===== src/rtl/baee_pkg.sv =====
`default_nettype none

package baee_pkg;

   localparam int DEF_CAPACITY = 64;

   localparam int FUNC_W = 4;
   localparam int VAL_W  = 32;
   localparam int IDX_W  = 7;
   localparam int STAT_W = 3;
   localparam int POS_W  = 6;
   localparam int CNT_W  = 7;

   localparam logic [FUNC_W-1:0] FN_INS_FRONT = 4'd0;
   localparam logic [FUNC_W-1:0] FN_INS_END   = 4'd1;
   localparam logic [FUNC_W-1:0] FN_INS_AT    = 4'd2;
   localparam logic [FUNC_W-1:0] FN_DEL_FRONT = 4'd3;
   localparam logic [FUNC_W-1:0] FN_DEL_END   = 4'd4;
   localparam logic [FUNC_W-1:0] FN_DEL_AT    = 4'd5;
   localparam logic [FUNC_W-1:0] FN_SEARCH    = 4'd6;
   localparam logic [FUNC_W-1:0] FN_ROTL      = 4'd7;
   localparam logic [FUNC_W-1:0] FN_ROTR      = 4'd8;
   localparam logic [FUNC_W-1:0] FN_REVERSE   = 4'd9;

   localparam logic [STAT_W-1:0] ST_OK        = 3'd0;
   localparam logic [STAT_W-1:0] ST_FULL      = 3'd1;
   localparam logic [STAT_W-1:0] ST_EMPTY     = 3'd2;
   localparam logic [STAT_W-1:0] ST_BAD_INDEX = 3'd3;
   localparam logic [STAT_W-1:0] ST_NOT_FOUND = 3'd4;

   typedef struct packed {
      logic [FUNC_W-1:0]       func;
      logic signed [VAL_W-1:0] value;
      logic [IDX_W-1:0]        index;
   } req_type;

   typedef struct packed {
      logic [STAT_W-1:0] status;
      logic [POS_W-1:0]  position;
      logic [CNT_W-1:0]  count;
   } rsp_type;

endpackage

`default_nettype wire


===== src/rtl/bounded_array_edit_engine_core.sv =====
`default_nettype none
// channel   handshake                payload
// req       req_valid / req_ready    req_data  (func, value, index)
// rsp       rsp_valid / rsp_ready    rsp_data  (status, position, count)
//
// One request at a time; req_ready is high only while idle; one memory read a cycle.
// After accept, errors, no-ops and an empty search go to done; insert and delete shift
// the m elements behind the slot, then insert writes the value; search stops at the first
// hit; with n > 1 entries rotate moves the end element round, reverse swaps pairs.
// Reset clears the count and control; the element memory is not cleared.
// A held result in the rsp register does not block the next request; done waits for it.

module bounded_array_edit_engine_core #(
   parameter int CAPACITY = baee_pkg::DEF_CAPACITY
) (
   input  wire logic              clock,
   input  wire logic              reset,
   input  wire logic              req_valid,
   output logic                   req_ready,
   input  wire baee_pkg::req_type req_data,
   output logic                   rsp_valid,
   input  wire logic              rsp_ready,
   output baee_pkg::rsp_type      rsp_data
);
   import baee_pkg::*;

   localparam int AW = $clog2(CAPACITY);
   localparam int CW = $clog2(CAPACITY + 1);
   localparam int XW = (CW > IDX_W) ? CW : IDX_W;

   typedef enum logic [3:0] {
      S_IDLE,
      S_WALK,
      S_TAIL,
      S_GRAB,
      S_CATCH,
      S_SRCH,
      S_REV_RI,
      S_REV_RJ,
      S_REV_WI,
      S_REV_WJ,
      S_DONE
   } fsm_type;

   fsm_type          state_ff, state_in;
   logic [CW-1:0]    count_ff, count_in;
   logic [CW-1:0]    left_ff, left_in;
   logic [AW-1:0]    rd_addr_ff, rd_addr_in;
   logic [AW-1:0]    wr_addr_ff, wr_addr_in;
   logic [AW-1:0]    tail_addr_ff, tail_addr_in;
   logic             down_ff, down_in;
   logic             tail_en_ff, tail_en_in;
   logic             issue_ff, issue_in;
   logic [VAL_W-1:0] hold_ff, hold_in;
   rsp_type          res_ff, res_in;
   logic             rsp_valid_ff, rsp_valid_in;
   rsp_type          rsp_data_ff, rsp_data_in;

   logic             mem_wr_en;
   logic [AW-1:0]    mem_wr_addr;
   logic [VAL_W-1:0] mem_wr_data;
   logic             mem_rd_en;
   logic [AW-1:0]    mem_rd_addr;
   logic [VAL_W-1:0] mem_rd_data;

   logic [CW-1:0]    cnt_m1;
   logic [XW-1:0]    idx_x;
   logic [XW-1:0]    cnt_x;
   logic             full;
   logic             empty;
   logic [AW-1:0]    ins_pos;
   logic [AW-1:0]    del_pos;

   assign cnt_m1 = count_ff - CW'(1);
   assign idx_x  = XW'(req_data.index);
   assign cnt_x  = XW'(count_ff);
   assign full   = (count_ff == CW'(CAPACITY));
   assign empty  = (count_ff == '0);

   always_comb begin
      case (req_data.func)
         FN_INS_FRONT: ins_pos = '0;
         FN_INS_END:   ins_pos = AW'(count_ff);
         default:      ins_pos = AW'(req_data.index);
      endcase
      case (req_data.func)
         FN_DEL_FRONT: del_pos = '0;
         FN_DEL_END:   del_pos = AW'(cnt_m1);
         default:      del_pos = AW'(req_data.index);
      endcase
   end

   assign req_ready = (state_ff == S_IDLE);
   assign rsp_valid = rsp_valid_ff;
   assign rsp_data  = rsp_data_ff;

   always_comb begin
      state_in     = state_ff;
      count_in     = count_ff;
      left_in      = left_ff;
      rd_addr_in   = rd_addr_ff;
      wr_addr_in   = wr_addr_ff;
      tail_addr_in = tail_addr_ff;
      down_in      = down_ff;
      tail_en_in   = tail_en_ff;
      issue_in     = issue_ff;
      hold_in      = hold_ff;
      res_in       = res_ff;
      rsp_valid_in = rsp_valid_ff;
      rsp_data_in  = rsp_data_ff;
      mem_rd_en    = 1'b0;
      mem_rd_addr  = rd_addr_ff;
      mem_wr_en    = 1'b0;
      mem_wr_addr  = wr_addr_ff;
      mem_wr_data  = mem_rd_data;

      if (rsp_valid_ff && rsp_ready) begin
         rsp_valid_in = 1'b0;
      end

      unique case (state_ff)
         S_IDLE: begin
            if (req_valid) begin
               issue_in        = 1'b0;
               tail_en_in      = 1'b0;
               down_in         = 1'b0;
               hold_in         = req_data.value;
               res_in.status   = ST_OK;
               res_in.position = '0;
               res_in.count    = CNT_W'(count_ff);
               state_in        = S_DONE;
               unique case (req_data.func) inside
                  FN_INS_FRONT, FN_INS_END, FN_INS_AT: begin
                     if (full) begin
                        res_in.status = ST_FULL;
                     end else if (req_data.func == FN_INS_AT && idx_x > cnt_x) begin
                        res_in.status = ST_BAD_INDEX;
                     end else begin
                        res_in.position = POS_W'(ins_pos);
                        res_in.count    = CNT_W'(count_ff + CW'(1));
                        count_in        = count_ff + CW'(1);
                        rd_addr_in      = AW'(cnt_m1);
                        wr_addr_in      = AW'(count_ff);
                        left_in         = count_ff - CW'(ins_pos);
                        down_in         = 1'b1;
                        tail_en_in      = 1'b1;
                        tail_addr_in    = ins_pos;
                        state_in        = S_WALK;
                     end
                  end
                  FN_DEL_FRONT, FN_DEL_END, FN_DEL_AT: begin
                     if (empty) begin
                        res_in.status = ST_EMPTY;
                     end else if (req_data.func == FN_DEL_AT && idx_x >= cnt_x) begin
                        res_in.status = ST_BAD_INDEX;
                     end else begin
                        res_in.position = POS_W'(del_pos);
                        res_in.count    = CNT_W'(cnt_m1);
                        count_in        = cnt_m1;
                        rd_addr_in      = del_pos + AW'(1);
                        wr_addr_in      = del_pos;
                        left_in         = cnt_m1 - CW'(del_pos);
                        state_in        = S_WALK;
                     end
                  end
                  FN_SEARCH: begin
                     res_in.status = ST_NOT_FOUND;
                     if (!empty) begin
                        rd_addr_in = '0;
                        wr_addr_in = '0;
                        left_in    = count_ff;
                        state_in   = S_SRCH;
                     end
                  end
                  FN_ROTL: begin
                     if (count_ff > CW'(1)) begin
                        rd_addr_in   = AW'(1);
                        wr_addr_in   = '0;
                        left_in      = cnt_m1;
                        tail_en_in   = 1'b1;
                        tail_addr_in = AW'(cnt_m1);
                        state_in     = S_GRAB;
                     end
                  end
                  FN_ROTR: begin
                     if (count_ff > CW'(1)) begin
                        rd_addr_in   = AW'(cnt_m1) - AW'(1);
                        wr_addr_in   = AW'(cnt_m1);
                        left_in      = cnt_m1;
                        down_in      = 1'b1;
                        tail_en_in   = 1'b1;
                        tail_addr_in = '0;
                        state_in     = S_GRAB;
                     end
                  end
                  FN_REVERSE: begin
                     if (count_ff > CW'(1)) begin
                        rd_addr_in = '0;
                        wr_addr_in = AW'(cnt_m1);
                        left_in    = count_ff >> 1;
                        state_in   = S_REV_RI;
                     end
                  end
                  default: begin
                  end
               endcase
            end
         end
         S_WALK: begin
            issue_in = (left_ff != '0);
            if (left_ff != '0) begin
               mem_rd_en  = 1'b1;
               rd_addr_in = down_ff ? rd_addr_ff - AW'(1) : rd_addr_ff + AW'(1);
               left_in    = left_ff - CW'(1);
            end
            if (issue_ff) begin
               mem_wr_en  = 1'b1;
               wr_addr_in = down_ff ? wr_addr_ff - AW'(1) : wr_addr_ff + AW'(1);
            end
            if (left_ff == '0 && !issue_ff) begin
               state_in = tail_en_ff ? S_TAIL : S_DONE;
            end
         end
         S_TAIL: begin
            mem_wr_en   = 1'b1;
            mem_wr_addr = tail_addr_ff;
            mem_wr_data = hold_ff;
            state_in    = S_DONE;
         end
         S_GRAB: begin
            mem_rd_en   = 1'b1;
            mem_rd_addr = wr_addr_ff;
            state_in    = S_CATCH;
         end
         S_CATCH: begin
            hold_in  = mem_rd_data;
            state_in = S_WALK;
         end
         S_SRCH: begin
            issue_in = (left_ff != '0);
            if (left_ff != '0) begin
               mem_rd_en  = 1'b1;
               rd_addr_in = rd_addr_ff + AW'(1);
               left_in    = left_ff - CW'(1);
            end
            if (issue_ff) begin
               if (mem_rd_data == hold_ff) begin
                  res_in.status   = ST_OK;
                  res_in.position = POS_W'(wr_addr_ff);
                  issue_in        = 1'b0;
                  state_in        = S_DONE;
               end else begin
                  wr_addr_in = wr_addr_ff + AW'(1);
               end
            end else if (left_ff == '0) begin
               state_in = S_DONE;
            end
         end
         S_REV_RI: begin
            mem_rd_en = 1'b1;
            state_in  = S_REV_RJ;
         end
         S_REV_RJ: begin
            mem_rd_en   = 1'b1;
            mem_rd_addr = wr_addr_ff;
            hold_in     = mem_rd_data;
            state_in    = S_REV_WI;
         end
         S_REV_WI: begin
            mem_wr_en   = 1'b1;
            mem_wr_addr = rd_addr_ff;
            state_in    = S_REV_WJ;
         end
         S_REV_WJ: begin
            mem_wr_en   = 1'b1;
            mem_wr_data = hold_ff;
            rd_addr_in  = rd_addr_ff + AW'(1);
            wr_addr_in  = wr_addr_ff - AW'(1);
            left_in     = left_ff - CW'(1);
            state_in    = (left_ff == CW'(1)) ? S_DONE : S_REV_RI;
         end
         S_DONE: begin
            if (!rsp_valid_ff || rsp_ready) begin
               rsp_valid_in = 1'b1;
               rsp_data_in  = res_ff;
               state_in     = S_IDLE;
            end
         end
         default: begin
            state_in = S_IDLE;
         end
      endcase
   end

   always_ff @(posedge clock) begin
      if (reset) begin
         state_ff     <= S_IDLE;
         count_ff     <= '0;
         issue_ff     <= 1'b0;
         rsp_valid_ff <= 1'b0;
      end else begin
         state_ff     <= state_in;
         count_ff     <= count_in;
         issue_ff     <= issue_in;
         rsp_valid_ff <= rsp_valid_in;
      end
      left_ff      <= left_in;
      rd_addr_ff   <= rd_addr_in;
      wr_addr_ff   <= wr_addr_in;
      tail_addr_ff <= tail_addr_in;
      down_ff      <= down_in;
      tail_en_ff   <= tail_en_in;
      hold_ff      <= hold_in;
      res_ff       <= res_in;
      rsp_data_ff  <= rsp_data_in;
   end

   baee_mem #(
      .DEPTH (CAPACITY),
      .AW    (AW)
   ) u_mem (
      .clock   (clock),
      .wr_en   (mem_wr_en),
      .wr_addr (mem_wr_addr),
      .wr_data (mem_wr_data),
      .rd_en   (mem_rd_en),
      .rd_addr (mem_rd_addr),
      .rd_data (mem_rd_data)
   );

`ifndef SYNTHESIS
   a_count_bound: assert property (@(posedge clock) disable iff (reset)
      count_ff <= CW'(CAPACITY))
      else $error("element count above capacity");

   a_port_clash: assert property (@(posedge clock) disable iff (reset)
      mem_wr_en && mem_rd_en |-> mem_wr_addr != mem_rd_addr)
      else $error("read and write of the same entry in one cycle");

   a_start: assert property (@(posedge clock) disable iff (reset)
      req_valid && req_ready |=> state_ff != S_IDLE)
      else $error("accepted word did not start work");

   a_issue: assert property (@(posedge clock) disable iff (reset)
      issue_ff |-> $past(mem_rd_en))
      else $error("write-back without a preceding read");

   a_finish: assert property (@(posedge clock) disable iff (reset)
      state_ff == S_DONE && (!rsp_valid_ff || rsp_ready) |=> rsp_valid_ff)
      else $error("finished result not presented");
`endif

endmodule

`default_nettype wire


===== src/rtl/baee_mem.sv =====
`default_nettype none

module baee_mem #(
   parameter int DEPTH = baee_pkg::DEF_CAPACITY,
   parameter int AW    = $clog2(DEPTH)
) (
   input  wire logic                       clock,
   input  wire logic                       wr_en,
   input  wire logic [AW-1:0]              wr_addr,
   input  wire logic [baee_pkg::VAL_W-1:0] wr_data,
   input  wire logic                       rd_en,
   input  wire logic [AW-1:0]              rd_addr,
   output logic [baee_pkg::VAL_W-1:0]      rd_data
);
   import baee_pkg::*;

   logic [VAL_W-1:0] mem [DEPTH];

   always_ff @(posedge clock) begin
      if (wr_en) begin
         mem[wr_addr] <= wr_data;
      end
      if (rd_en) begin
         rd_data <= mem[rd_addr];
      end
   end

endmodule

`default_nettype wire


===== config.mk =====
export PLATFORM = sky130hd
export DESIGN_NAME = bounded_array_edit_engine_core
export DESIGN_NICKNAME = d
export VERILOG_FILES = /design/src/rtl/baee_pkg.sv /design/src/rtl/bounded_array_edit_engine_core.sv /design/src/rtl/baee_mem.sv
export SDC_FILE = /design/constraint.sdc
export NUM_CORES = 2
export LEC_CHECK = 0
export BUFFER_PORTS_ARGS = -buffer_cell sky130_fd_sc_hd__buf_2
export CORE_ASPECT_RATIO = 1.2
export CORE_MARGIN = 2
export CORE_UTILIZATION = 55
export CTS_BUF_LIST = sky130_fd_sc_hd__clkbuf_8
export DETAILED_ROUTE_END_ITERATION = 7
export GPL_TIMING_DRIVEN = 0
export PLACE_DENSITY = 0.71
export SETUP_SLACK_MARGIN = 0.1
export SYNTH_ARGS = -nofsm -noshare
export SYNTH_HDL_FRONTEND = slang
export SYNTH_HIERARCHICAL = 1
export SYNTH_SLANG_ARGS = --single-unit

===== constraint.sdc =====
create_clock -name clock -period 6.6 [get_ports clock]
set_input_delay 0.66 -clock clock [delete_from_list [all_inputs] [get_ports clock]]
set_output_delay 0.66 -clock clock [all_outputs]
set_load 0.005 [all_outputs]

---- After elaboration in Yosys (flattened, before gate mapping) ----
Memory sizes are Yosys's and may differ from the RTL's. A register that Yosys moved wholly into a read port is not among the register bits.
Index checks and enable logic that the tools add are counted.
storage, ports and cells
  memory bits (writable) .................. 2048
  flip-flop bits (word level) ............. 104
  word-level logic and storage cells ...... 226
  output and inout port bits .............. 18
  memories kept ........................... 1
memory list
  memory     depth  bits a word  rd ports  clocked after memory_dff  wr ports  line            RTL
  u_mem.mem  64     32           1         1                         1         baee_mem.sv:17  logic [VAL_W-1:0] mem [DEPTH];
cells by class
  reductions and logical operators ........ 40
  equality and inequality tests ........... 53
  $lt $le $gt $ge ......................... 3
  multiplexer cells ....................... 101
  $add $sub $neg .......................... 11
operators by type and width
  kind                 number
  $mux 6               25
  $mux 7               13
  $mux 32              2
  $pmux 32 s2          1
  $mux 4               15
  $mux 13              4
  $pmux 6 s4           2
  $pmux 4 s11          1
  $pmux 6 s2           3
  $pmux 6 s6           1
  $pmux 7 s5           1
  $eq 32x32->1         1
  $eq 4x3->1 const B   8
  $pmux 6 s5           1
  $ne 2x2->1 const B   14
  $ne 3x3->1 const B   9
  $pmux 13 s2          1
  $reduce_and 13->1    2
  $pmux 7 s3           1
  $eq 4x4->1 const B   5
  $pmux 4 s5           1
  $add 6x1->6 const B  3
  $mux 9               2
  $pmux 6 s3           1
  other kinds (40)     91

---- Logic depth before layout (Yosys ltp) ----
  depth in word-level cells ............... 8
  depth in mapped cells ................... 15

---- By module ----
The synthesis kept the hierarchy.
by module, submodules not included
  module                          cells an instance  instances  area an instance (µm²)
  baee_mem                        3511               1          79359.9
  bounded_array_edit_engine_core  907                1          8363.0

---- Worst setup path before layout ----
No wires, ideal clock.
  kind .................................... register to register
  from .................................... register state_ff[3]
  to ...................................... memory u_mem.mem[28][0] (enable)
  slack ................................... 2.036 ns
  cell stages (with the launch flop) ...... 12
  arrival time ............................ 4.143 ns
  period minus slack after synthesis ...... 4.564 ns
  buffers on the path ..................... 5
  cell sequence ........................... dfxtp_1 > clkbuf_1 > clkbuf_1 > and2_1 > clkbuf_1 > nor3_1 > a221o_1 > clkbuf_1 > or3b_2 > or2_2 > clkbuf_1 > nor2_1
between the ends
  elaborated cells on any way between the ends .. 9
RTL lines
  element                                   line                                   RTL
  start, declared                           bounded_array_edit_engine_core.sv:45   fsm_type state_ff, state_in;
  start signal, assigned                    bounded_array_edit_engine_core.sv:302  state_ff <= state_in;
  $eq 4x4->1 or $eq 4x2->1 (tied branches)  bounded_array_edit_engine_core.sv:121  unique case (state_ff)
  $pmux 6 s2 *                              bounded_array_edit_engine_core.sv:121
  named net mem_wr_addr[1]                  bounded_array_edit_engine_core.sv:60   logic [AW-1:0] mem_wr_addr;
  end, declared                             baee_mem.sv:17
Mark *: on every way through the listed nets, which the timed path passes. The rest lies on a longest branch.

---- Worst setup path in the final report ----
  from .................................... register state_ff[3]
  to ...................................... register u_mem/rd_data[13] (netlist bit), read port of u_mem.mem (data pin)
between the ends
  word-level cells in the longest chain between the ends .. 3
  elaborated cells on any way between the ends .. 10
ends and longest elaborated chain
  element                                   line                                   RTL
  $eq 4x3->1 or $eq 4x2->1 (tied branches)  bounded_array_edit_engine_core.sv:121
  $reduce_or 2->1 (no line) *               -
  $mux 6 *                                  bounded_array_edit_engine_core.sv:121
  named net mem_rd_addr[3]                  bounded_array_edit_engine_core.sv:63   logic [AW-1:0] mem_rd_addr;
  end, declared                             baee_mem.sv:13                         output logic [baee_pkg::VAL_W-1:0] rd_data
Marks and branches as above.
A chain may end at the register's enable or synchronous reset.

==> key figures <==
Global route
  • GR peak layer: met2
  • Met2 Usage GRT: 51.6%
  • Number of global-route vias before repair: 48,400
  • GRT overflow: 0
  • Met1 Resource Use GR: 40.5%
  • First-pass GRT wire length: 361 mm
  • Met3 Use GR: 8.58%
  • Total GRT Usage: 32.1%
  • Pin count of the biggest net entering global routing: 65
  • Initial antenna violation count: 6

Power and ir drop
  • Post-layout power: 44.4 mW
  • VDD IR max: 0.000320 V
  • P per Cell Area: 449 nW/um^2
  • Leakage power: 31.7 nW

Cells and area
  • Most frequent cells in the layout: edfxtp_1, mux4_2, clkbuf_8
  • Fillers: 10,800
  • Final instance area: 98,900 um^2
  • Layout Cells excl Fill: 7,265
  • Layout cells sized above 1: 24.8%
  • Nets: 5,006
  • Commonest non-fill, non-tap cell in the layout: edfxtp_1
  • Area Growth Syn to Fin: 12.8%

Placement
  • DPL Wire Length: 170 mm
  • Post-Place Cells: 6,656
  • Dpl cell area: 92,600 um^2
  • RD Place Congestion: 0.945
  • IO Port Bufs: 63

Flow run
  • Total of max-cap violations: 1

Worst setup path
  • Setup CP Type: flip-flop to flip-flop
  • Crit end category: flip-flop
  • Worst path arrival time: 6.62 ns
  • CP required: 7.40 ns
  • Crit path max fanout: 10
  • Crit start category: flip-flop

STA
  • Post-route clock period utilization: 88.1%
  • Actual slew at the worst max-slew pin: 1.54 ns
  • Worst Skew: 0.0786 ns
  • Max Freq: 172 MHz
  • Min cycle time layout: 5.81 ns
  • Final setup violation count: 0
  • Setup TNS: 0 ns
  • Slew Limit Fails: 11
  • Smallest hold slack: 0.115 ns
  • Slew HR: -2.82%
  • Unrepaired setup endpoints after global routing: no
  • Fin. Hold Viols: 0

Detailed routing
  • TritonRoute pass-1 iters: 7
  • Via density: 6.78
  • Initial drt markers: 6,841
  • Drt wl/cell: 35.9 um
  • DRC: 0
  • Via count: 49,300
  • WL final: 261 mm
  • ANT nets after route: 0

Synthesis
  • Mapped cell area: 87,700 um^2
  • Sequential fraction of the synthesis area: 74.6%
  • YS warnings: 6
  • Post-synth EDFFs: 2,171
  • Primary FF master, synth: edfxtp_1
  • Post-Syn Nets: 4,499
  • FF+latch count, synth: 2,184
  • Asr flop ratio synth: 0%
  • Syn Area/Cell: 19.9 um^2
  • Netlist cell types: 86
  • Synthesized instance count: 4,418

Clock tree
  • H-tree levels: 5
  • CTS resizes: 0
  • CTS tree: built
  • Clk sinks: 2,184
  • Clock-pin slew on the worst setup and hold paths: 0.07 ns
  • Clock Path Buffers: 4
  • Skew-Pair Late Insertion Delay: 1.09 ns
  • Clock root buffer: clkbuf_8
  • TritonCTS Buffers: 339

Floorplanning
  • Initial core utilization: 55.4%
  • Die area: 163,000 um^2
  • Ports: 65
  • Core footprint: 158,000 um^2
  • FP Rows: 160
  • Die Wd: 369 um
  • Die span in y: 441 um

Run status
  • Violated checks: max-capacitance violations, max-slew violations
  • Outcome: finished with violations

Hold path
  • Worst min-delay path category: input port to flip-flop
==> repair_timing <==
| action | CTS | global route |
|---|---|---|
| hold endpoints to repair | 35 | 0 |
| buffers inserted | 0 | 0 |
| hold buffers | 34 | 0 |
==> metrics by stage <==
stage          util [%]  setup WS, ns
2_1_floorplan         -          2.04
3_3_place_gp       57.3        -0.955
3_5_place_dp       58.5          1.27
4_1_cts            62.4          1.27
5_1_grt            62.5         0.837
6_report           62.5         0.786
==> power breakdown <==
group / switching [mW] / internal, mW
Clock: 5.06 / 5.26
Combinational: 10.6 / 4.75
Sequential: 0.314 / 18.3
==> path summary, 6_finish.rpt <==
check	start	to	slack, ns	depth (start not counted)
max	state_ff[3]$_SDFFE_PP0P_	u_mem/rd_data[13]$_DFFE_PP_	0.79	10
min	req_valid	res_ff[15]$_SDFFCE_PP0P_	0.12	2
max reg2reg	state_ff[3]$_SDFFE_PP0P_	u_mem/rd_data[13]$_DFFE_PP_	0.79	10
min reg2reg	res_ff[3]$_DFFE_PP_	rsp_data[3]$_DFFE_PP_	0.41	0
==> critical path: stages, from the launching register on <==
cell,delay (ns)
dfxtp_1,0.36
clkbuf_1,0.25
nor2b_1,0.41
nand2_1,0.29
mux2_2,0.40
buf_2,0.58
clkbuf_1,1.05
clkbuf_1,0.66
a211oi_1,0.19
o21ai_0,0.83
and3_1,0.54
==> sequential cells by signal (all words and copies together) (netlist names) <==
name,count
u_mem/mem,2048
hold_ff,32
u_mem/rd_data,32
res_ff,16
rsp_data,16
cnt_x,7
left_ff,7
rd_addr_ff,6
tail_addr_ff,6
wr_addr_ff,6
state_ff,4
down_ff,1
issue_ff,1
rsp_valid,1
tail_en_ff,1
==> area by class of cell <==
type,instances,area [um^2],share of cell area [%]
Buffer,259,1510,1.52
Clock inverter,224,1200,1.21
Inverter,42,158,0.159
Multi-Input combinational cell,1933,21100,21.4
Timing Repair Buffer,166,2050,2.07
Clock buffer,345,4750,4.80
Sequential cell,2184,65500,66.2
Antenna cell,6,15.0,0.0152
Tap cell,2106,2640,2.66
==> synthesized netlist by cell type (7+ instances only) <==
| cell type | n | area [um^2] |
|---|---|---|
| xor2_1 | 7 | 61.3 |
| a21oi_1 | 105 | 526 |
| a311oi_1 | 7 | 61.3 |
| a22oi_1 | 147 | 1100 |
| o22ai_1 | 52 | 325 |
| buf_2 | 66 | 330 |
| nand4_1 | 15 | 93.8 |
| nor2b_1 | 32 | 200 |
| ha_1 | 32 | 400 |
| o211ai_1 | 17 | 128 |
| mux4_2 | 447 | 10100 |
| a211oi_1 | 30 | 225 |
| o31ai_1 | 8 | 60.1 |
| and3_1 | 14 | 87.6 |
| a211o_1 | 12 | 105 |
| a221o_1 | 7 | 70.1 |
| clkbuf_1 | 109 | 409 |
| nor3_1 | 33 | 165 |
| buf_6 | 31 | 349 |
| or2_2 | 8 | 50.1 |
| and2_1 | 11 | 68.8 |
| buf_1 | 13 | 48.8 |
| mux2_2 | 67 | 754 |
| nand2b_1 | 19 | 119 |
| xnor2_1 | 49 | 429 |
| a22o_1 | 14 | 123 |
| mux2i_1 | 193 | 1930 |
| dfxtp_1 | 13 | 260 |
| a311o_1 | 12 | 120 |
| nor2_1 | 149 | 559 |
| a221oi_1 | 15 | 131 |
| buf_4 | 30 | 225 |
| nand3b_1 | 11 | 82.6 |
| edfxtp_1 | 2171 | 65200 |
| or3_1 | 9 | 56.3 |
| inv_1 | 42 | 158 |
| a31oi_1 | 27 | 169 |
| o221ai_1 | 25 | 219 |
| o22a_1 | 12 | 105 |
| nand3_1 | 76 | 380 |
| nand2_1 | 94 | 353 |
| o21ai_0 | 83 | 415 |
==> kinds of logic after synthesis <==
logic type	share of synthesized area [%]
multiplexers	14.5
XOR/XNOR	0.559
AO/OA/AOI/OAI	4.98
flip-flops	74.6
buffers and inverters	1.90
adder cells (fa/ha/maj)	0.502
AND/OR/NAND/NOR	2.91
==> layer usage <==
layer | wire [um] | part of all wire, %
met4 | 16200 | 6.2
met2 | 124000 | 48
met3 | 30800 | 12
met5 | 0 | 0
met1 | 89300 | 34
Power figures use the tool's default switching activity.
